File: src/rtl/core/arle_pkg.sv
// Shared types, constants and register indexes of the animation-RLE frame decoder.
package arle_pkg;

   localparam int ADDR_W      = 30;
   localparam int MAX_WIDTH   = 4096;
   localparam int QUEUE_DEPTH = 4;
   localparam int QPTR_W      = $clog2(QUEUE_DEPTH);
   localparam int QCNT_W      = $clog2(QUEUE_DEPTH + 1);

   localparam logic [1:0] CSR_SOURCE_IS_ARGB      = 2'd0;
   localparam logic [1:0] CSR_FRAME_WIDTH         = 2'd1;
   localparam logic [1:0] CSR_FRAME_HEIGHT        = 2'd2;
   localparam logic [1:0] CSR_OUT_BYTES_PER_PIXEL = 2'd3;

   localparam logic [12:0] WIDTH_RESET  = 13'd640;
   localparam logic [15:0] HEIGHT_RESET = 16'd480;
   localparam logic [2:0]  BPP_RESET    = 3'd3;
   localparam logic [2:0]  BPP_FOUR     = 3'd4;

   localparam logic [3:0] HDR_FLAGS_LO  = 4'd5;
   localparam logic [3:0] HDR_FIRST_HI  = 4'd6;
   localparam logic [3:0] HDR_FIRST_LO  = 4'd7;
   localparam logic [3:0] HDR_COUNT_HI  = 4'd10;
   localparam logic [3:0] HDR_COUNT_LO  = 4'd11;
   localparam logic [3:0] HDR_LAST_BYTE = 4'd13;
   localparam int         RANGE_FLAG_BIT = 3;

   localparam logic [7:0] SKIP_AGAIN_CODE = 8'h00;
   localparam logic [7:0] END_LINE_CODE   = 8'hFF;

   typedef enum logic [5:0] {
      PH_HEADER     = 6'b000001,
      PH_LINE_SKIP  = 6'b000010,
      PH_CODE       = 6'b000100,
      PH_EXTRA_SKIP = 6'b001000,
      PH_COLOR      = 6'b010000,
      PH_IDLE       = 6'b100000
   } phase_type;

   typedef enum logic [2:0] {
      CMD_START      = 3'd0,
      CMD_LINE_SKIP  = 3'd1,
      CMD_EXTRA_SKIP = 3'd2,
      CMD_END_LINE   = 3'd3,
      CMD_PIXEL      = 3'd4,
      CMD_FRAME_END  = 3'd5
   } cmd_kind_type;

   // One decoded action handed from the parser to the address unit.
   typedef struct packed {
      cmd_kind_type kind;
      logic [15:0]  value;   // first line, skip byte or pixel count
      logic [23:0]  color;   // red, green, blue from the top bits down
      logic         last;
   } cmd_type;

   typedef struct packed {
      logic        argb;
      logic [15:0] height;
      logic        stride4;
      logic [14:0] row_step;
   } cfg_type;

endpackage

File: src/rtl/core/arle_front.sv
// Byte parser: walks the header and line codes and issues address-unit commands.
module arle_front import arle_pkg::*; (
   input  logic       clock,
   input  logic       reset,
   input  cfg_type    cfg,
   input  logic       accept,
   input  logic [7:0] data_byte,
   input  logic       packet_end,
   output logic       push,
   output cmd_type    cmd
);

   phase_type   phase_ff, phase_in;
   logic [3:0]  hdr_count_ff, hdr_count_in;
   logic        range_ff, range_in;
   logic [15:0] first_line_ff, first_line_in;
   logic [15:0] lines_ff, lines_in;
   logic [7:0]  run_ff, run_in;
   logic        fill_ff, fill_in;
   logic [1:0]  color_idx_ff, color_idx_in;
   logic [23:0] color_ff, color_in;

   logic [23:0] color_shift;
   logic [2:0]  color_next_idx;
   logic [2:0]  color_need;
   logic [15:0] lines_dec;
   logic        produced;

   always_comb begin
      phase_in      = phase_ff;
      hdr_count_in  = hdr_count_ff;
      range_in      = range_ff;
      first_line_in = first_line_ff;
      lines_in      = lines_ff;
      run_in        = run_ff;
      fill_in       = fill_ff;
      color_idx_in  = color_idx_ff;
      color_in      = color_ff;
      push          = 1'b0;
      produced      = 1'b0;
      cmd           = '{kind: CMD_FRAME_END, value: 16'd0, color: 24'd0, last: 1'b0};

      color_shift    = {color_ff[15:0], data_byte};
      color_next_idx = {1'b0, color_idx_ff} + 3'd1;
      color_need     = cfg.argb ? 3'd4 : 3'd3;
      lines_dec      = lines_ff - 16'd1;

      if (accept) begin
         case (phase_ff)
            PH_HEADER: begin
               if (hdr_count_ff == HDR_FLAGS_LO) range_in = data_byte[RANGE_FLAG_BIT];
               if (hdr_count_ff == HDR_FIRST_HI) first_line_in = {data_byte, 8'h00};
               if (hdr_count_ff == HDR_FIRST_LO) first_line_in = {first_line_ff[15:8], data_byte};
               if (hdr_count_ff == HDR_COUNT_HI) lines_in = {data_byte, 8'h00};
               if (hdr_count_ff == HDR_COUNT_LO) lines_in = {lines_ff[15:8], data_byte};
               if (hdr_count_ff == HDR_FLAGS_LO && !data_byte[RANGE_FLAG_BIT]) begin
                  // No line range in the header: decode the whole frame.
                  first_line_in = 16'd0;
                  lines_in      = cfg.height;
                  push          = 1'b1;
                  cmd.kind      = CMD_START;
                  cmd.value     = 16'd0;
                  phase_in      = (cfg.height == 16'd0) ? PH_IDLE : PH_LINE_SKIP;
               end else if (hdr_count_ff >= HDR_LAST_BYTE) begin
                  push      = 1'b1;
                  cmd.kind  = CMD_START;
                  cmd.value = first_line_ff;
                  phase_in  = (lines_ff == 16'd0) ? PH_IDLE : PH_LINE_SKIP;
               end else begin
                  hdr_count_in = hdr_count_ff + 4'd1;
               end
            end
            PH_LINE_SKIP: begin
               push      = 1'b1;
               cmd.kind  = CMD_LINE_SKIP;
               cmd.value = {8'h00, data_byte};
               phase_in  = PH_CODE;
            end
            PH_EXTRA_SKIP: begin
               push      = 1'b1;
               cmd.kind  = CMD_EXTRA_SKIP;
               cmd.value = {8'h00, data_byte};
               phase_in  = PH_CODE;
            end
            PH_CODE: begin
               if (data_byte == SKIP_AGAIN_CODE) begin
                  phase_in = PH_EXTRA_SKIP;
               end else if (data_byte == END_LINE_CODE) begin
                  push     = 1'b1;
                  cmd.kind = CMD_END_LINE;
                  lines_in = lines_dec;
                  phase_in = (lines_dec == 16'd0) ? PH_IDLE : PH_LINE_SKIP;
               end else begin
                  // A fill code of 0x80 gives 128, which still fits the run counter.
                  fill_in      = data_byte[7];
                  run_in       = data_byte[7] ? (8'd0 - data_byte) : data_byte;
                  color_idx_in = 2'd0;
                  color_in     = 24'd0;
                  phase_in     = PH_COLOR;
               end
            end
            PH_COLOR: begin
               color_in = color_shift;
               if (color_next_idx >= color_need) begin
                  produced     = 1'b1;
                  push         = 1'b1;
                  cmd.kind     = CMD_PIXEL;
                  cmd.value    = {8'h00, (fill_ff ? run_ff : 8'd1)};
                  cmd.color    = color_shift;
                  color_idx_in = 2'd0;
                  if (fill_ff) begin
                     run_in   = 8'd0;
                     phase_in = PH_CODE;
                  end else begin
                     run_in   = run_ff - 8'd1;
                     phase_in = (run_ff == 8'd1) ? PH_CODE : PH_COLOR;
                  end
               end else begin
                  color_idx_in = color_next_idx[1:0];
               end
            end
            PH_IDLE: begin
            end
            default: begin
               phase_in = PH_HEADER;
            end
         endcase

         if (packet_end) begin
            // The final byte always gives a result; all packet state starts over.
            push     = 1'b1;
            cmd.last = 1'b1;
            if (!produced) begin
               cmd.kind  = CMD_FRAME_END;
               cmd.value = 16'd0;
               cmd.color = 24'd0;
            end
            phase_in      = PH_HEADER;
            hdr_count_in  = 4'd0;
            range_in      = 1'b0;
            first_line_in = 16'd0;
            lines_in      = 16'd0;
            run_in        = 8'd0;
            fill_in       = 1'b0;
            color_idx_in  = 2'd0;
            color_in      = 24'd0;
         end
      end
   end

   always_ff @(posedge clock) begin
      if (reset) begin
         phase_ff      <= PH_HEADER;
         hdr_count_ff  <= 4'd0;
         range_ff      <= 1'b0;
         first_line_ff <= 16'd0;
         lines_ff      <= 16'd0;
         run_ff        <= 8'd0;
         fill_ff       <= 1'b0;
         color_idx_ff  <= 2'd0;
         color_ff      <= 24'd0;
      end else begin
         phase_ff      <= phase_in;
         hdr_count_ff  <= hdr_count_in;
         range_ff      <= range_in;
         first_line_ff <= first_line_in;
         lines_ff      <= lines_in;
         run_ff        <= run_in;
         fill_ff       <= fill_in;
         color_idx_ff  <= color_idx_in;
         color_ff      <= color_in;
      end
   end

endmodule

File: src/rtl/core/arle_queue.sv
// Short command queue between the parser and the address unit.
module arle_queue import arle_pkg::*; (
   input  logic    clock,
   input  logic    reset,
   input  logic    push,
   input  cmd_type push_cmd,
   output logic    can_push,
   input  logic    pop,
   output logic    head_valid,
   output cmd_type head_cmd
);

   cmd_type             entry_ff [QUEUE_DEPTH];
   logic [QPTR_W-1:0]   wr_ptr_ff, wr_ptr_in;
   logic [QPTR_W-1:0]   rd_ptr_ff, rd_ptr_in;
   logic [QCNT_W-1:0]   count_ff, count_in;

   assign can_push   = (count_ff != QCNT_W'(QUEUE_DEPTH));
   assign head_valid = (count_ff != '0);
   assign head_cmd   = entry_ff[rd_ptr_ff];

   always_comb begin
      wr_ptr_in = push ? wr_ptr_ff + QPTR_W'(1) : wr_ptr_ff;
      rd_ptr_in = pop  ? rd_ptr_ff + QPTR_W'(1) : rd_ptr_ff;
      count_in  = count_ff + QCNT_W'(push) - QCNT_W'(pop);
   end

   always_ff @(posedge clock) begin
      if (reset) begin
         wr_ptr_ff <= '0;
         rd_ptr_ff <= '0;
         count_ff  <= '0;
      end else begin
         wr_ptr_ff <= wr_ptr_in;
         rd_ptr_ff <= rd_ptr_in;
         count_ff  <= count_in;
      end
   end

   always_ff @(posedge clock) begin
      if (push) entry_ff[wr_ptr_ff] <= push_cmd;
   end

   a_no_overflow: assert property (@(posedge clock) disable iff (reset)
      push |-> can_push)
      else $error("command pushed into a full queue");

   a_no_underflow: assert property (@(posedge clock) disable iff (reset)
      pop |-> head_valid)
      else $error("command popped from an empty queue");

endmodule

File: src/rtl/core/arle_back.sv
// Address unit: tracks row and pixel addresses and forms frame-buffer writes.
module arle_back import arle_pkg::*; (
   input  logic              clock,
   input  logic              reset,
   input  cfg_type           cfg,
   input  logic              head_valid,
   input  cmd_type           head_cmd,
   output logic              pop,
   input  logic              rsp_ready,
   output logic              rsp_valid,
   output logic [ADDR_W-1:0] rsp_address,
   output logic [7:0]        rsp_length,
   output logic [7:0]        rsp_blue,
   output logic [7:0]        rsp_green,
   output logic [7:0]        rsp_red,
   output logic              rsp_last
);

   logic [ADDR_W-1:0] row_base_ff, row_base_in;
   logic [ADDR_W-1:0] pix_addr_ff, pix_addr_in;
   logic              out_valid_ff, out_valid_in;
   logic [ADDR_W-1:0] out_addr_ff, out_addr_in;
   logic [7:0]        out_len_ff, out_len_in;
   logic [23:0]       out_color_ff, out_color_in;
   logic              out_last_ff, out_last_in;

   logic              produce, out_free;
   logic [2:0]        stride;
   logic [9:0]        scaled;      // low value byte times the stride
   logic [30:0]       start_prod;
   logic [ADDR_W-1:0] skip_delta;

   assign stride     = cfg.stride4 ? 3'd4 : 3'd3;
   assign scaled     = cfg.stride4 ? {head_cmd.value[7:0], 2'b00}
                                   : {1'b0, head_cmd.value[7:0], 1'b0}
                                     + {2'b00, head_cmd.value[7:0]};
   assign start_prod = 31'(head_cmd.value) * 31'(cfg.row_step);
   // A skip byte s moves (s - 1) pixels; s of zero steps back one pixel.
   assign skip_delta = ADDR_W'(scaled) - ADDR_W'(stride);

   assign produce  = (head_cmd.kind == CMD_PIXEL) || head_cmd.last;
   assign out_free = !out_valid_ff || rsp_ready;
   assign pop      = head_valid && (!produce || out_free);

   always_comb begin
      row_base_in  = row_base_ff;
      pix_addr_in  = pix_addr_ff;
      out_valid_in = out_free ? 1'b0 : out_valid_ff;
      out_addr_in  = out_addr_ff;
      out_len_in   = out_len_ff;
      out_color_in = out_color_ff;
      out_last_in  = out_last_ff;

      if (pop) begin
         case (head_cmd.kind)
            CMD_START:      row_base_in = start_prod[ADDR_W-1:0];
            CMD_LINE_SKIP:  pix_addr_in = row_base_ff + skip_delta;
            CMD_EXTRA_SKIP: pix_addr_in = pix_addr_ff + skip_delta;
            CMD_END_LINE:   row_base_in = row_base_ff + ADDR_W'(cfg.row_step);
            CMD_PIXEL:      pix_addr_in = pix_addr_ff + ADDR_W'(scaled);
            CMD_FRAME_END: begin
            end
            default: begin
            end
         endcase

         if (produce) begin
            out_valid_in = 1'b1;
            out_last_in  = head_cmd.last;
            if (head_cmd.kind == CMD_PIXEL) begin
               out_addr_in  = pix_addr_ff;
               out_len_in   = head_cmd.value[7:0];
               out_color_in = head_cmd.color;
            end else begin
               out_addr_in  = '0;
               out_len_in   = 8'd0;
               out_color_in = 24'd0;
            end
         end

         if (head_cmd.last) begin
            row_base_in = '0;
            pix_addr_in = '0;
         end
      end
   end

   always_ff @(posedge clock) begin
      if (reset) begin
         row_base_ff  <= '0;
         pix_addr_ff  <= '0;
         out_valid_ff <= 1'b0;
      end else begin
         row_base_ff  <= row_base_in;
         pix_addr_ff  <= pix_addr_in;
         out_valid_ff <= out_valid_in;
      end
   end

   always_ff @(posedge clock) begin
      out_addr_ff  <= out_addr_in;
      out_len_ff   <= out_len_in;
      out_color_ff <= out_color_in;
      out_last_ff  <= out_last_in;
   end

   assign rsp_valid   = out_valid_ff;
   assign rsp_address = out_addr_ff;
   assign rsp_length  = out_len_ff;
   assign rsp_red     = out_color_ff[23:16];
   assign rsp_green   = out_color_ff[15:8];
   assign rsp_blue    = out_color_ff[7:0];
   assign rsp_last    = out_last_ff;

   a_empty_is_frame_end: assert property (@(posedge clock) disable iff (reset)
      (out_valid_ff && out_len_ff == 8'd0) |-> (out_last_ff && out_addr_ff == '0))
      else $error("empty write that is not a frame end");

   a_frame_end_clears: assert property (@(posedge clock) disable iff (reset)
      (pop && head_cmd.last) |=> (row_base_ff == '0 && pix_addr_ff == '0))
      else $error("addresses not cleared after frame end");

endmodule

File: src/rtl/core/animation_rle_frame_decoder.sv
// Top level of the animation-RLE frame decoder: configuration, parser, queue, address unit.
// Throughput: one packet byte per cycle, sustained, while results are taken as offered.
// The byte that completes a write enters the command queue at its accepting edge;
// the write then moves from the queue into the output register, where rsp_ can take it.
// The four-entry queue lets the parser keep taking bytes while rsp_ stalls, until it fills.
// Reset (synchronous, active high) restores the default configuration and starts a new packet.
module animation_rle_frame_decoder import arle_pkg::*; (
   input  logic        clock,
   input  logic        reset,
   // Encoded packet bytes.
   input  logic        req_tvalid,
   output logic        req_tready,
   input  logic [7:0]  req_tdata,   // [7:0] data_byte
   input  logic        req_tlast,   // packet_end
   // Frame-buffer writes.
   output logic        rsp_tvalid,
   input  logic        rsp_tready,
   output logic [63:0] rsp_tdata,   // [29:0] byte_address, [37:30] run_length,
                                    // [45:38] blue, [53:46] green, [61:54] red, zero above
   output logic        rsp_tlast,   // frame_end
   // Configuration writes.
   input  logic        csr_we,
   input  logic [1:0]  csr_index,
   input  logic [15:0] csr_wdata
);

   // Configuration registers. Change them only between packets; the block does not enforce it.
   logic        argb_ff;
   logic [12:0] width_ff;
   logic [15:0] height_ff;
   logic [2:0]  bpp_ff;

   always_ff @(posedge clock) begin
      if (reset) begin
         argb_ff   <= 1'b0;
         width_ff  <= WIDTH_RESET;
         height_ff <= HEIGHT_RESET;
         bpp_ff    <= BPP_RESET;
      end else if (csr_we) begin
         case (csr_index)
            CSR_SOURCE_IS_ARGB:      argb_ff   <= csr_wdata[0];
            CSR_FRAME_WIDTH:         width_ff  <= csr_wdata[12:0];
            CSR_FRAME_HEIGHT:        height_ff <= csr_wdata;
            CSR_OUT_BYTES_PER_PIXEL: bpp_ff    <= csr_wdata[2:0];
            default: begin
            end
         endcase
      end
   end

   // Any stride other than four bytes acts as three. The row pitch uses the
   // width clamped to the largest supported row, times the stride.
   logic [12:0] width_clamped;
   cfg_type     cfg;

   assign width_clamped = (width_ff > 13'(MAX_WIDTH)) ? 13'(MAX_WIDTH) : width_ff;

   always_comb begin
      cfg.argb     = argb_ff;
      cfg.height   = height_ff;
      cfg.stride4  = (bpp_ff == BPP_FOUR);
      cfg.row_step = cfg.stride4 ? {width_clamped, 2'b00}
                                 : {1'b0, width_clamped, 1'b0} + {2'b00, width_clamped};
   end

   // Parser: one byte per accepted item, at most one command per byte.
   logic    accept;
   logic    push;
   cmd_type push_cmd;
   logic    can_push;

   assign req_tready = can_push;
   assign accept     = req_tvalid && req_tready;

   arle_front u_front (
      .clock      (clock),
      .reset      (reset),
      .cfg        (cfg),
      .accept     (accept),
      .data_byte  (req_tdata),
      .packet_end (req_tlast),
      .push       (push),
      .cmd        (push_cmd)
   );

   // The queue decouples the parser from result back-pressure.
   logic    pop;
   logic    head_valid;
   cmd_type head_cmd;

   arle_queue u_queue (
      .clock      (clock),
      .reset      (reset),
      .push       (push),
      .push_cmd   (push_cmd),
      .can_push   (can_push),
      .pop        (pop),
      .head_valid (head_valid),
      .head_cmd   (head_cmd)
   );

   // Address unit: one command per cycle unless rsp_ back-pressure holds its output register, where results are held.
   logic [ADDR_W-1:0] rsp_address;
   logic [7:0]        rsp_length;
   logic [7:0]        rsp_blue;
   logic [7:0]        rsp_green;
   logic [7:0]        rsp_red;

   arle_back u_back (
      .clock       (clock),
      .reset       (reset),
      .cfg         (cfg),
      .head_valid  (head_valid),
      .head_cmd    (head_cmd),
      .pop         (pop),
      .rsp_ready   (rsp_tready),
      .rsp_valid   (rsp_tvalid),
      .rsp_address (rsp_address),
      .rsp_length  (rsp_length),
      .rsp_blue    (rsp_blue),
      .rsp_green   (rsp_green),
      .rsp_red     (rsp_red),
      .rsp_last    (rsp_tlast)
   );

   assign rsp_tdata = {2'b00, rsp_red, rsp_green, rsp_blue, rsp_length, rsp_address};

endmodule
File: config.mk
export PLATFORM = sky130hd
export DESIGN_NAME = animation_rle_frame_decoder
export DESIGN_NICKNAME = d
export VERILOG_FILES = /design/src/rtl/core/arle_pkg.sv /design/src/rtl/core/arle_front.sv /design/src/rtl/core/arle_queue.sv /design/src/rtl/core/arle_back.sv /design/src/rtl/core/animation_rle_frame_decoder.sv
export SDC_FILE = /design/constraint.sdc
export NUM_CORES = 2
export LEC_CHECK = 0
export BUFFER_PORTS_ARGS = -buffer_cell sky130_fd_sc_hd__buf_2
export CORE_MARGIN = 2
export CORE_UTILIZATION = 53
export DETAILED_ROUTE_END_ITERATION = 16
export PLACE_DENSITY_LB_ADDON = 0.05
export SETUP_SLACK_MARGIN = 0.5
export SYNTH_ARGS = -nofsm -noshare
export SYNTH_HDL_FRONTEND = slang
export SYNTH_HIERARCHICAL = 1
export SYNTH_SLANG_ARGS = --single-unit
File: constraint.sdc
create_clock -name clock -period 23.2 [get_ports clock]
set_input_delay 4.64 -clock clock [delete_from_list [all_inputs] [get_ports clock]]
set_output_delay 4.64 -clock clock [all_outputs]
set_load 0.005 [all_outputs]
==> run summary <==
Status - completed
Hpwl dp - 60150 um
Finish-stage setup viols - 0
Adder-cell share of the synthesized area - 19.76%
Sequential cell area - 10620 um2
Post-CTS Setup Repair Bufs - 0
Final core occ - 57.70%
Vias in the first global route - 24530
Critical path launch point - width_ff[12]$_SDFFE_PP0P_
CTS Buf Count - 45
FF-to-FF setup slack - 14060 ps
Slew Viols, Final - 0
Via count - 24270
CTS tree - yes
Final routed DRC violation total - 0
Fillers - 5192
Dpl ws - 14080 ps
Largest family of logic cells by synthesized area - adder cells
Slowest stage delay, CP - 700 ps
Most frequent CP cell - fa_1
Fin nets - 3662
Die Height - 247.7 um
Fmax - 109.4 MHz
Startpoint types - flip-flop
DR WL/cell - 20.52 um
Post-synth EDFFs - 239
Area grow syn2layout - 8.025%
Cells after Synth - 3233
H-tree levels - 2
Measured slew at the worst slew-check pin - 1107 ps
RSZ-0062 raised after global routing - no
Area contributors post-synth - edfxtp_1 (23%), fa_1 (12%), dfxtp_1 (11%)
FF+latch count, synth - 411
GPL Wtd Cong - 0.9271
Total GRT Usage - 27.65%
Max-cap violation count - 0
Crit path kind - flip-flop to flip-flop
Iter 0 DRT Violations - 1718
Synth Warn # - 6
DRT antenna net count - 0
Ys flop type - edfxtp_1
Resize count post-CTS - 0
Site Rows - 89
WL final - 83210 um
Clock slew at reported path FFs - 60 ps
Final critical-path share of the clock period - 39.41%
Path category of the worst min-delay check - flip-flop to flip-flop
Worst skew pair latency - 610 ps
Synth Area in Simple Gates - 18.05%
Slowest CP cell - dfxtp_1
Die W - 247.7 um
Initial antenna violation count - 3
# hold bufs at CTS - 0
Max transition margin - 25.60%
Sequential area share after synthesis - 33.75%
Buffers on Ports - 96
Fin cells - 4054
Clock sinks - 411
Final Hold Fails - 0
Post-synth ARST share - 0%
End point of the critical path - u_back/row_base_ff[29]$_SDFFE_PP0P_
Min setup slack post-route - 14060 ps
Syn avg cell area - 9.732 um2
FF-to-FF path depth - 29
Setup TNS - 0 ps
Post-synth top area share - 22.81%
Core area - 58910 um2
Synth area leader - edfxtp_1
Worst R2R End - u_back/row_base_ff[29]$_SDFFE_PP0P_
Post-synthesis cell type count - 129
Area of the multi-input gates - 18910 um2
Vias/cell - 5.986
CP Capture Type - flip-flop
Post-synthesis mux area share - 3.714%
Placed cells - 3970
Layout cells sized above 1 - 10.21%
Origin of the critical flop-to-flop path - width_ff[12]$_SDFFE_PP0P_
Layout Skew - 38.14 ps
# diodes - 0
Initial Util - 53.41%
Synth Area in Compound Gates - 14.71%
IO Pins - 99
Die ar. - 61330 um2
Critical Path AT - 9640 ps
Shortest period the worst path allows - 9144 ps
Root Driver - clkbuf_16
Netlist Area Pre-Place - 31460 um2
Drt pass-1 iters - 7
First-pass GRT wire length - 134100 um
CP required - 23700 ps
Largest net degree at the start of global routing - 68
Synth Area in XOR/XNOR - 3.666%
Crit path max fanout - 17
CTS Buffer Depth - 3
Overflow after GRT - 0
registers in the layout (all words and copies together) (netlist names), 2 cells and up, named ones only:
register	flops
bpp_ff	3
height_ff	16
u_back/out_color_ff	24
u_back/pix_addr_ff	30
u_back/row_base_ff	30
u_back/rsp_address	30
u_back/rsp_length	8
u_front/color_ff	16
u_front/color_idx_ff	2
u_front/first_line_ff	16
u_front/hdr_count_ff	4
u_front/lines_ff	16
u_front/phase_ff	6
u_front/run_ff	8
u_queue/count_ff	3
u_queue/entry_ff	176
u_queue/rd_ptr_ff	2
u_queue/wr_ptr_ff	2
width_ff	13
cell type report:
| class | instances | area share [%] |
|---|---|---|
| inverters | 293 | 3.236 |
| clock inverters | 23 | 1.068 |
| well taps | 773 | 2.846 |
| flip-flops and latches | 411 | 31.25 |
| clock buffers | 61 | 3.667 |
| repair buffers | 136 | 2.304 |
| multi-input cells | 2357 | 55.63 |
critical path: cells and delay by family, from the launching register on:
family	cells	cell delay (ps)
xor+xnor	1	120
flops	1	700
buf+inv	3	140
simple gates	7	1970
fa+ha+maj	8	3900
compound gates	10	2210
kinds of logic after synthesis:
logic type,count (synthesis)
XOR/XNOR,130
adder cells (fa/ha/maj),386
other,1
buffers and inverters,466
AO/OA/AOI/OAI,677
AND/OR/NAND/NOR,1102
multiplexers,60
flip-flops,411
placed cells by master, fill, tap and decap left out, types with 18 or more instances in the layout:
cell type  netlist  routed
o21ai_0        128     126
or3_1           18      18
a221oi_1        18      18
nor2_1         200     198
and3_1         100     100
nand2b_1        30      30
a21oi_1        176     175
dfxtp_1        172     170
o21ai_1         25      24
fa_1           185     185
buf_4            4      41
clkbuf_16        0      45
edfxtp_1       239     239
nand2_1        322     322
a21o_1          50      50
nand3_1         41      41
nor4_1          25      25
buf_2           14      95
nor2b_1         30      29
mux4_2          40      41
and2_1         158     154
xor2_1          48      48
ha_1           201     201
xnor2_1         81      81
nand4_1         30      30
a22oi_1         32      32
nor3_1          60      60
a211oi_1        28      28
inv_1          290     290
Yosys cell counts, types with 100 or more instances:
master      n
a21oi_1   176
nor2_1    200
nand2_1   322
ha_1      201
and3_1    100
inv_1     290
dfxtp_1   172
fa_1      185
and2_1    158
o21ai_0   128
clkbuf_1  133
edfxtp_1  239
stage by stage:
stage	hold slack [ps]	instance area, um2
floorplan	431.4	31470
global placement	441.1	32380
detailed placement	449.9	32380
CTS	458.4	33990
global route	465.9	33990
finish	458.8	33990
how the worst min path moves through the flow:
stage,startpoint,end,depth (start not counted)
3_5_place_dp,u_front/first_line_ff[6]$_SDFFE_PP0P_,u_front/first_line_ff[6]$_SDFFE_PP0P_,2
3_3_place_gp,u_front/first_line_ff[6]$_SDFFE_PP0P_,u_front/first_line_ff[6]$_SDFFE_PP0P_,2
6_report,u_front/first_line_ff[5]$_SDFFE_PP0P_,u_front/first_line_ff[5]$_SDFFE_PP0P_,2
5_1_grt,u_front/first_line_ff[6]$_SDFFE_PP0P_,u_front/first_line_ff[6]$_SDFFE_PP0P_,2
2_1_floorplan,u_front/first_line_ff[4]$_SDFFE_PP0P_,u_front/first_line_ff[4]$_SDFFE_PP0P_,2
4_1_cts,u_front/first_line_ff[5]$_SDFFE_PP0P_,u_front/first_line_ff[5]$_SDFFE_PP0P_,2
metal layers:
metal | global-route usage, % | share of wire, %
met5 | 0 | 0
met4 | 8.119 | 2.8
met3 | 3.460 | 5.0
met2 | 47.95 | 49
met1 | 36.30 | 43
Power is left out: the tool's default activity adds up to more than one toggle a clock period on the data nets, which glitch-free logic cannot reach.
